$ cat src/l0gt_pkg.sv
`timescale 1ns / 1ps

package l0gt_pkg;

    // Register file layout.
    localparam int CFG_INDEX_W  = 2;
    localparam int CFG_DATA_W   = 35;
    localparam int THR_W        = 35;
    localparam int WIDTH_REG_W  = 12;
    localparam int HEIGHT_REG_W = 13;

    localparam logic [CFG_INDEX_W-1:0] REG_THRESHOLD    = 2'd0;
    localparam logic [CFG_INDEX_W-1:0] REG_IMAGE_WIDTH  = 2'd1;
    localparam logic [CFG_INDEX_W-1:0] REG_IMAGE_HEIGHT = 2'd2;

    localparam logic [WIDTH_REG_W-1:0]  WIDTH_RESET  = 12'd2048;
    localparam logic [HEIGHT_REG_W-1:0] HEIGHT_RESET = 13'd2048;

    // Row geometry.
    localparam int ROW_W    = 12;
    localparam int MAX_ROWS = 4096;

    // One write on the configuration port.
    typedef struct packed {
        logic                   write;
        logic [CFG_INDEX_W-1:0] index;
        logic [CFG_DATA_W-1:0]  data;
    } cfg_write_t;

    // Sideband that travels with each result through the gradient pipeline.
    typedef struct packed {
        logic [ROW_W-1:0] row;
        logic             image_done;
    } res_tag_t;

endpackage

$ cat src/l0gt_result_if.sv
`timescale 1ns / 1ps

interface l0gt_result_if import l0gt_pkg::*; #(
    parameter int SAMPLE_BITS = 16,
    parameter int COL_W = 11
);
    logic                          valid;
    logic                          ready;
    logic [ROW_W-1:0]              row_index;
    logic [COL_W-1:0]              col_index;
    logic signed [SAMPLE_BITS:0]   horiz_a;
    logic signed [SAMPLE_BITS:0]   horiz_b;
    logic signed [SAMPLE_BITS:0]   horiz_c;
    logic signed [SAMPLE_BITS:0]   vert_a;
    logic signed [SAMPLE_BITS:0]   vert_b;
    logic signed [SAMPLE_BITS:0]   vert_c;
    logic                          suppressed;
    logic                          image_done;

    modport source (
        output valid, output row_index, output col_index,
        output horiz_a, output horiz_b, output horiz_c,
        output vert_a, output vert_b, output vert_c,
        output suppressed, output image_done,
        input ready
    );
    modport sink (
        input valid, input row_index, input col_index,
        input horiz_a, input horiz_b, input horiz_c,
        input vert_a, input vert_b, input vert_c,
        input suppressed, input image_done,
        output ready
    );
endinterface

$ cat src/l0gt_grad.sv
`timescale 1ns / 1ps

module l0gt_grad import l0gt_pkg::*; #(
    parameter int SAMPLE_BITS = 16,
    parameter int COL_W = 11,
    localparam int PIX_W = 3 * SAMPLE_BITS
) (
    input  logic              clk,
    input  logic              rst_n,
    input  cfg_write_t        cfg,
    input  logic              issue_valid,
    output logic              issue_ready,
    input  res_tag_t          issue_tag,
    input  logic [COL_W-1:0]  issue_col,
    input  logic [PIX_W-1:0]  issue_cur,
    input  logic [PIX_W-1:0]  issue_right,
    input  logic [PIX_W-1:0]  issue_below,
    l0gt_result_if.source     result
);

    localparam int DIFF_W = SAMPLE_BITS + 1;
    localparam int SQ_W   = 2 * SAMPLE_BITS;
    localparam int PAIR_W = SQ_W + 1;
    localparam int SUM_W  = SQ_W + 3;
    localparam int CMP_W  = (SUM_W > THR_W) ? SUM_W : THR_W;

    logic [THR_W-1:0] threshold_reg;

    logic signed [SAMPLE_BITS-1:0] cur_ch   [3];
    logic signed [SAMPLE_BITS-1:0] right_ch [3];
    logic signed [SAMPLE_BITS-1:0] below_ch [3];
    logic signed [2*DIFF_W-1:0]    prod_h   [3];
    logic signed [2*DIFF_W-1:0]    prod_v   [3];
    logic [SUM_W-1:0]              total;
    logic                          sup;

    logic d_ready;
    logic q_ready;
    logic t_ready;
    logic o_ready;

    logic                     d_valid_reg;
    res_tag_t                 d_tag_reg;
    logic [COL_W-1:0]         d_col_reg;
    logic signed [DIFF_W-1:0] d_h_reg [3];
    logic signed [DIFF_W-1:0] d_v_reg [3];

    logic                     q_valid_reg;
    res_tag_t                 q_tag_reg;
    logic [COL_W-1:0]         q_col_reg;
    logic signed [DIFF_W-1:0] q_h_reg [3];
    logic signed [DIFF_W-1:0] q_v_reg [3];
    logic [SQ_W-1:0]          q_sqh_reg [3];
    logic [SQ_W-1:0]          q_sqv_reg [3];

    logic                     t_valid_reg;
    res_tag_t                 t_tag_reg;
    logic [COL_W-1:0]         t_col_reg;
    logic signed [DIFF_W-1:0] t_h_reg [3];
    logic signed [DIFF_W-1:0] t_v_reg [3];
    logic [PAIR_W-1:0]        t_pair_reg [3];

    logic                     o_valid_reg;
    res_tag_t                 o_tag_reg;
    logic [COL_W-1:0]         o_col_reg;
    logic signed [DIFF_W-1:0] o_h_reg [3];
    logic signed [DIFF_W-1:0] o_v_reg [3];
    logic                     o_sup_reg;

    // Threshold register.
    always_ff @(posedge clk or negedge rst_n)
    begin
        if (!rst_n)
        begin
            threshold_reg <= '0;
        end
        else if (cfg.write && (cfg.index == REG_THRESHOLD))
        begin
            threshold_reg <= cfg.data[THR_W-1:0];
        end
    end

    // Each stage moves when the stage after it is empty or moving.
    assign o_ready     = !o_valid_reg || result.ready;
    assign t_ready     = !t_valid_reg || o_ready;
    assign q_ready     = !q_valid_reg || t_ready;
    assign d_ready     = !d_valid_reg || q_ready;
    assign issue_ready = d_ready;

    always_ff @(posedge clk or negedge rst_n)
    begin
        if (!rst_n)
        begin
            d_valid_reg <= 1'b0;
            q_valid_reg <= 1'b0;
            t_valid_reg <= 1'b0;
            o_valid_reg <= 1'b0;
        end
        else
        begin
            if (d_ready)
            begin
                d_valid_reg <= issue_valid;
            end
            if (q_ready)
            begin
                q_valid_reg <= d_valid_reg;
            end
            if (t_ready)
            begin
                t_valid_reg <= q_valid_reg;
            end
            if (o_ready)
            begin
                o_valid_reg <= t_valid_reg;
            end
        end
    end

    // Split the packed pixels into channels.
    always_comb
    begin
        for (int k = 0; k < 3; k++)
        begin
            cur_ch[k]   = issue_cur[k*SAMPLE_BITS +: SAMPLE_BITS];
            right_ch[k] = issue_right[k*SAMPLE_BITS +: SAMPLE_BITS];
            below_ch[k] = issue_below[k*SAMPLE_BITS +: SAMPLE_BITS];
        end
    end

    // Difference stage: right and lower forward differences.
    always_ff @(posedge clk)
    begin
        if (d_ready && issue_valid)
        begin
            d_tag_reg <= issue_tag;
            d_col_reg <= issue_col;
            for (int k = 0; k < 3; k++)
            begin
                d_h_reg[k] <= DIFF_W'(right_ch[k]) - DIFF_W'(cur_ch[k]);
                d_v_reg[k] <= DIFF_W'(below_ch[k]) - DIFF_W'(cur_ch[k]);
            end
        end
    end

    // Square stage: six squares in parallel; they fit SQ_W bits unsigned.
    always_comb
    begin
        for (int k = 0; k < 3; k++)
        begin
            prod_h[k] = d_h_reg[k] * d_h_reg[k];
            prod_v[k] = d_v_reg[k] * d_v_reg[k];
        end
    end

    always_ff @(posedge clk)
    begin
        if (q_ready && d_valid_reg)
        begin
            q_tag_reg <= d_tag_reg;
            q_col_reg <= d_col_reg;
            for (int k = 0; k < 3; k++)
            begin
                q_h_reg[k]   <= d_h_reg[k];
                q_v_reg[k]   <= d_v_reg[k];
                q_sqh_reg[k] <= prod_h[k][SQ_W-1:0];
                q_sqv_reg[k] <= prod_v[k][SQ_W-1:0];
            end
        end
    end

    // Pair stage: per-channel sum of the two squares.
    always_ff @(posedge clk)
    begin
        if (t_ready && q_valid_reg)
        begin
            t_tag_reg <= q_tag_reg;
            t_col_reg <= q_col_reg;
            for (int k = 0; k < 3; k++)
            begin
                t_h_reg[k]    <= q_h_reg[k];
                t_v_reg[k]    <= q_v_reg[k];
                t_pair_reg[k] <= PAIR_W'(q_sqh_reg[k]) + PAIR_W'(q_sqv_reg[k]);
            end
        end
    end

    // Final sum and threshold compare.
    assign total = SUM_W'(t_pair_reg[0]) + SUM_W'(t_pair_reg[1]) + SUM_W'(t_pair_reg[2]);
    assign sup   = CMP_W'(total) <= CMP_W'(threshold_reg);

    // Output register: suppressed gradients leave as zero.
    always_ff @(posedge clk)
    begin
        if (o_ready && t_valid_reg)
        begin
            o_tag_reg <= t_tag_reg;
            o_col_reg <= t_col_reg;
            o_sup_reg <= sup;
            for (int k = 0; k < 3; k++)
            begin
                o_h_reg[k] <= sup ? '0 : t_h_reg[k];
                o_v_reg[k] <= sup ? '0 : t_v_reg[k];
            end
        end
    end

    assign result.valid      = o_valid_reg;
    assign result.row_index  = o_tag_reg.row;
    assign result.col_index  = o_col_reg;
    assign result.horiz_a    = o_h_reg[0];
    assign result.horiz_b    = o_h_reg[1];
    assign result.horiz_c    = o_h_reg[2];
    assign result.vert_a     = o_v_reg[0];
    assign result.vert_b     = o_v_reg[1];
    assign result.vert_c     = o_v_reg[2];
    assign result.suppressed = o_sup_reg;
    assign result.image_done = o_tag_reg.image_done;

endmodule

$ cat src/flat_wrapper.sv
// flat-port wrapper written by rule: the top's interface ports become plain ports
module l0gt_grad_flat import l0gt_pkg::*;
#(
    parameter int SAMPLE_BITS = 16,
    parameter int COL_W = 11,
    localparam int PIX_W = 3 * SAMPLE_BITS
)
  (clk, rst_n, cfg, issue_valid, issue_ready, issue_tag, issue_col, issue_cur, issue_right, issue_below, result_valid, result_row_index, result_col_index, result_horiz_a, result_horiz_b, result_horiz_c, result_vert_a, result_vert_b, result_vert_c, result_suppressed, result_image_done, result_ready);
  l0gt_result_if #(.SAMPLE_BITS(SAMPLE_BITS), .COL_W(COL_W)) result_i ();
  input  logic clk;
  input  logic rst_n;
  input  cfg_write_t cfg;
  input  logic issue_valid;
  output logic issue_ready;
  input  res_tag_t issue_tag;
  input  logic [COL_W-1:0] issue_col;
  input  logic [PIX_W-1:0] issue_cur;
  input  logic [PIX_W-1:0] issue_right;
  input  logic [PIX_W-1:0] issue_below;
  output wire logic [$bits(result_i.valid)-1:0] result_valid;
  output wire logic [$bits(result_i.row_index)-1:0] result_row_index;
  output wire logic [$bits(result_i.col_index)-1:0] result_col_index;
  output wire logic [$bits(result_i.horiz_a)-1:0] result_horiz_a;
  output wire logic [$bits(result_i.horiz_b)-1:0] result_horiz_b;
  output wire logic [$bits(result_i.horiz_c)-1:0] result_horiz_c;
  output wire logic [$bits(result_i.vert_a)-1:0] result_vert_a;
  output wire logic [$bits(result_i.vert_b)-1:0] result_vert_b;
  output wire logic [$bits(result_i.vert_c)-1:0] result_vert_c;
  output wire logic [$bits(result_i.suppressed)-1:0] result_suppressed;
  output wire logic [$bits(result_i.image_done)-1:0] result_image_done;
  input wire logic [$bits(result_i.ready)-1:0] result_ready;
  assign result_valid = result_i.valid;
  assign result_row_index = result_i.row_index;
  assign result_col_index = result_i.col_index;
  assign result_horiz_a = result_i.horiz_a;
  assign result_horiz_b = result_i.horiz_b;
  assign result_horiz_c = result_i.horiz_c;
  assign result_vert_a = result_i.vert_a;
  assign result_vert_b = result_i.vert_b;
  assign result_vert_c = result_i.vert_c;
  assign result_suppressed = result_i.suppressed;
  assign result_image_done = result_i.image_done;
  assign result_i.ready = result_ready;
  l0gt_grad #(.SAMPLE_BITS(SAMPLE_BITS), .COL_W(COL_W)) u_core (.clk(clk), .rst_n(rst_n), .cfg(cfg), .issue_valid(issue_valid), .issue_ready(issue_ready), .issue_tag(issue_tag), .issue_col(issue_col), .issue_cur(issue_cur), .issue_right(issue_right), .issue_below(issue_below), .result(result_i));
endmodule
$ cat config.mk
export PLATFORM = sky130hd
export DESIGN_NAME = l0gt_grad_flat
export DESIGN_NICKNAME = d
export VERILOG_FILES = /design/src/l0gt_pkg.sv /design/src/l0gt_result_if.sv /design/src/l0gt_grad.sv /design/src/flat_wrapper.sv
export SDC_FILE = /design/constraint.sdc
export NUM_CORES = 2
export LEC_CHECK = 0
export BUFFER_PORTS_ARGS = -buffer_cell sky130_fd_sc_hd__buf_2
export CAP_MARGIN = 25
export CORE_ASPECT_RATIO = 1.5
export CORE_MARGIN = 1.5
export CORE_UTILIZATION = 45
export CTS_BUF_LIST = sky130_fd_sc_hd__clkbuf_8
export DETAILED_ROUTE_END_ITERATION = 10
export HOLD_SLACK_MARGIN = 0.02
export PLACE_DENSITY = 0.64
export RECOVER_POWER = 100
export SLEW_MARGIN = 20
export SYNTH_ARGS = -nofsm -noshare
export SYNTH_HDL_FRONTEND = slang
export SYNTH_SLANG_ARGS = --single-unit
$ cat constraint.sdc
create_clock -name clk -period 11.57 [get_ports clk]
set_input_delay 0.5785 -clock clk [delete_from_list [all_inputs] [get_ports clk]]
set_output_delay 0.5785 -clock clk [all_outputs]
set_load 0.1 [all_outputs]
Yosys cells after proc, flatten, opt, wreduce, memory -nomap -nowiden:

Memory sizes are Yosys's and may differ from the RTL's.
Index checks and enable logic that the tools add are counted.

* memory bits (writable): 699
* memories: 11
* output and inout port bits: 129
* latch bits: 0
* bits of input ports: 210
* memory bits (read-only): 0
* logic and storage cells: 75
* register bits: 136

Memories
* u_core.t_pair_reg: depth 3, width 33, rd ports 3, clocked after Yosys merged registers in 0, write ports 3, line l0gt_grad.sv:61 `logic [PAIR_W-1:0] t_pair_reg [3];`
* u_core.q_sqh_reg: depth 3, width 32, rd ports 3, clocked after Yosys merged registers in 0, write ports 3, line l0gt_grad.sv:53 `logic [SQ_W-1:0] q_sqh_reg [3];`
* u_core.q_sqv_reg: depth 3, width 32, rd ports 3, clocked after Yosys merged registers in 0, write ports 3, line l0gt_grad.sv:54 `logic [SQ_W-1:0] q_sqv_reg [3];`
* u_core.d_h_reg: depth 3, width 17, rd ports 3, clocked after Yosys merged registers in 0, write ports 3, line l0gt_grad.sv:45 `logic signed [DIFF_W-1:0] d_h_reg [3];`
* u_core.d_v_reg: depth 3, width 17, rd ports 3, clocked after Yosys merged registers in 0, write ports 3, line l0gt_grad.sv:46 `logic signed [DIFF_W-1:0] d_v_reg [3];`
* u_core.o_h_reg: depth 3, width 17, rd ports 3, clocked after Yosys merged registers in 0, write ports 3, line l0gt_grad.sv:66 `logic signed [DIFF_W-1:0] o_h_reg [3];`
* +5 memories

* div/mod/pow operators: 0
* shifts and indexed selects: 0
* eq/ne operators: 0
* reduce and logical (&&, ||, !) cells: 14
* $add $sub $neg: 11
* multiplexer cells: 14
* bitwise operators: 0
* order comparisons: 1
* $mul: 6

Operators with widths (count)
* $mul 17x17->32: 6
* $mux 17: 6
* $sub 16x16->17: 6
* $add 32x32->33: 3
* $add 35x33->35: 1
* $le 35x35->1: 1
* $add 33x33->34: 1
* $mux 1: 8
* $logic_and 1x1->1: 5
* $logic_not 1->1: 4
* $logic_or 1x1->1: 4
* $logic_not 2->1: 1

Depth between registers and ports, before layout:

* word-level depth: 8
* depth in mapped cells: 33
* mapped depth without buffers: 31

Least setup slack after synthesis:

OpenSTA, ideal clock, no wires.

* path type: register to register
* start point: register u_core.o_valid_reg, in the netlist u_core.result.valid
* end point: register u_core.q_col_reg[0] (enable)
* arrival time: 8.068 ns
* setup slack: 2.796 ns
* setup time: 0.706 ns
* buffers on the path: 0
* cell stages (with the launch flop): 4
* required time: 10.864 ns
* period minus slack after synthesis: 8.774 ns
* cell sequence: dfrtp_1 > nor2b_1 > nand3_1 > and2_1

* cells in the longest elaborated chain, start to end: 5

RTL lines
* start, declared: line l0gt_grad.sv:63 `logic o_valid_reg;`
* start signal, assigned: line l0gt_grad.sv:115 `o_valid_reg <= t_valid_reg;`
* $logic_not 1->1: line l0gt_grad.sv:84 `assign o_ready = !o_valid_reg || result.ready;`
* $logic_or 1x1->1: line l0gt_grad.sv:84
* $logic_or 1x1->1: line l0gt_grad.sv:85 `assign t_ready = !t_valid_reg || o_ready;`
* $logic_or 1x1->1: line l0gt_grad.sv:86 `assign q_ready = !q_valid_reg || t_ready;`
* $logic_and 1x1->1: line l0gt_grad.sv:158 `if (q_ready && d_valid_reg)`
* end signal, assigned: line l0gt_grad.sv:161 `q_col_reg <= d_col_reg;`
* end, declared: line l0gt_grad.sv:50 `logic [COL_W-1:0] q_col_reg;`

Every way passes these cells.
A chain may end at the register's enable or synchronous reset.

==> results.md <==
- Max_slew headroom: -1.552
- Area growth, synth to finish: 8.383%
- Critical Path End: u_core.q_h_reg[0][45]$_DFFE_PP_
- Clock Latency Late Sink: just over 0.9 ns
- Detailed Routing Iterations Pass 1: 6
- Worst min path class: in -> reg
- Reg-to-Reg End: u_core.q_h_reg[0][45]$_DFFE_PP_
- Primary FF master, synth: edfxtp_1
- Post-synth top area share: 0.3358
- # setup viols final: 0
- RSZ-0062 raised after global routing: no
- Via count of the first global-routing pass: just under 70,000
- Routability Congestion: between 0.8 and 0.9
- Number of synthesized flops with an enable pin: 784
- Cell Area, Placed: around 0.098 mm2
- Worst Skew: 0.1088 ns
- Max Slew Vio Count: roughly 720
- GRT Total Usage: 0.2163
- Post-CTS sizing: 0
- Largest net degree at the start of global routing: between 100 and 150
- CP required: about 12 ns
- DRC violations left: 0
- Max FFs per register: 99
- Failing checks: capacitance limit, slew limit
- Post-Syn Area per Cell: around 11 um2
- Avg WL per Cell: about 19 um
- Endpoints failing hold: 0
- Die height: around 560 um
- Dpl ws: 3.521 ns
- Synthesized Nets: 11,100
- Final WS setup: 2.639 ns
- Synth cell types: between 90 and 100
- RR Startpoint: u_core.result.valid$_DFFE_PN0P_
- Port Buf Inserts: roughly 340
- Worst Setup Start Kind: register
- FF-to-FF path depth: 5
- Least-Margin Pin Slew: 3.828 ns
- CTS tree: done
- Register area share after synthesis: 0.2643
- Total wire length: 218,900 um
- Worst reg-to-reg setup slack: roughly 2.6 ns
- Core area: between 0.2 and 0.25 mm2
- Die W: roughly 370 um
- GRT overflow: 0
- # IOs: 339
- Antenna violations before repair: 11
- Starting Density: 0.4537
- Crit end category: register
- Synth area leaders: fa_1 (34%), edfxtp_1 (25%), ha_1 (11%)
- Most frequent cells in the layout: inv_1 (2,099), fa_1 (1,556), edfxtp_1 (784)
- TritonCTS Buffers: ~150
- Setup_tns: 0 ns
- Antenna-violating nets left: 0
- Crit Path Category: reg -> reg
- Mapped Cells: between 8,000 and 9,000
- Worst EP arrival: approximately 9.3 ns
- Fin crit share: 0.7719
- Global-route wire length before repair: roughly 360,000 um
- DR vias/cell: 5.104
- Yosys reg bits: about 820
- Worst-path clk slew: around 0.060 ns
- Layout cells sized above 1: 0.04937
- Die area: 0.2090 mm2
- Root Driver: clkbuf_8
- Post-CTS setup buffer count: 0
- MaxCap Viol Count: 17
- Post-Syn Area: 0.09277 mm2
- # rows: between 200 and 250
- Clock sink total: just over 800
- Final net count: approximately 12,000
- Most common cell after layout, fill and taps aside: inv_1
- Fin crit period: between 8 and 9 ns
- Worst Setup SP: u_core.result.valid$_DFFE_PN0P_
- Outcome: complete, but fails checks
- Finished Cell Area: 0.1006 mm2
- Post-synthesis cell type with the largest combined area: fa_1
- Share of synthesized registers carrying an async set or reset: 0.04739
- Fmax: 0.1120 GHz
- Post-DP HPWL: roughly 170,000 um
- Clk buf depth: 4
- Htree depth: 4
- Crit Path Max Fanout: 64
- Ys Warns: 0
- Initial DRC count: approximately 2,900
- Worst hold slack: about 0.12 ns
- DR vias: ~60,000
- Hold-fix buffers, CTS: ~60
==> logic make-up after synthesis <==
family                     count (synthesis)  synth area share
adders and majority gates               2335            0.4408
and+or+nand+nor                         1838           0.09828
xor gates and xnor gates                 450           0.04248
muxes                                      8         0.0009576
DFF                                      823            0.2643
AOI/OAI and AO/OA                        889           0.06359
buffers and inverters                   2214           0.08958
==> area by class of cell <==
class	count	area (um2)
timing repair buffer	445	2321
inverter	2069	7766
clock inverter	106	715.7
sequential	823	24520
tap	2665	3334
fill	18600	103900
clock buffer	152	2092
antenna	3	7.507
multi-input combinational	5520	59790
==> worst min-delay path by stage <==
stage / cells past startpoint / endpoint / from
after floorplan: 0 / u_core.d_valid_reg$_DFFE_PN0N_ / rst_n
after global placement: 0 / u_core.t_v_reg[0][11]$_DFFE_PP_ / u_core.q_v_reg[0][11]$_DFFE_PP_
after detailed placement: 0 / u_core.result.col_index[2]$_DFFE_PP_ / u_core.t_col_reg[2]$_DFFE_PP_
after CTS: 3 / u_core.threshold_reg[9]$_DFFE_PN0P_ / cfg[9]
after global routing: 3 / u_core.threshold_reg[9]$_DFFE_PN0P_ / cfg[9]
final: 3 / u_core.threshold_reg[9]$_DFFE_PN0P_ / cfg[9]
==> synth_stat cells, types with 6 or more instances <==
cell,n
a21oi_2,7
a31o_2,8
xnor2_1,342
a21boi_0,20
nand4_1,23
nand2_1,569
o21ai_0,180
a31oi_1,21
nor2b_1,74
or3_1,10
xor2_1,108
o31a_1,8
nand3_1,65
nor2_1,348
fa_1,1556
nand2b_1,90
a311oi_1,6
o41a_1,8
o21ai_1,11
o2111ai_1,6
and3_1,45
a21o_1,139
ha_1,779
a211oi_1,24
o21bai_1,29
o31ai_1,11
o41ai_2,6
edfxtp_1,784
and2_1,487
a211o_1,10
a41o_1,15
o22ai_1,12
nor3_1,73
nand3b_1,8
o211ai_1,9
dfrtp_1,39
a21oi_1,253
inv_1,2069
or2_2,17
clkbuf_1,145
mux2_2,7
o21a_1,50
==> critical path, stage by stage, from the launching register on <==
cell	delay, ns
dfrtp_1	0.38
nor2b_1	0.18
nand3_1	0.12
and2_0	2.35
clkbuf_1	2.79
clkbuf_1	2.44
==> metrics by stage <==
stage	util	std cells
6_report	0.4918	11780
5_1_grt	0.4918	11780
4_1_cts	0.4943	11780
3_5_place_dp	0.4776	11460
3_3_place_gp	0.4774	11460
2_1_floorplan	-	8557
==> layer usage <==
metal,share of wire,GRT usage,up-vias,routed length [um]
li1,-,-,27630,-
met1,0.39,0.2526,30610,84950
met2,0.53,0.4017,1416,115800
met3,0.044,0.02823,480,9592
met4,0.039,0.07913,6,8513
met5,0.00016,0,-,34
Power is not shown: default switching activity piles up to over one toggle a cycle in this logic, so the estimate is an artifact.
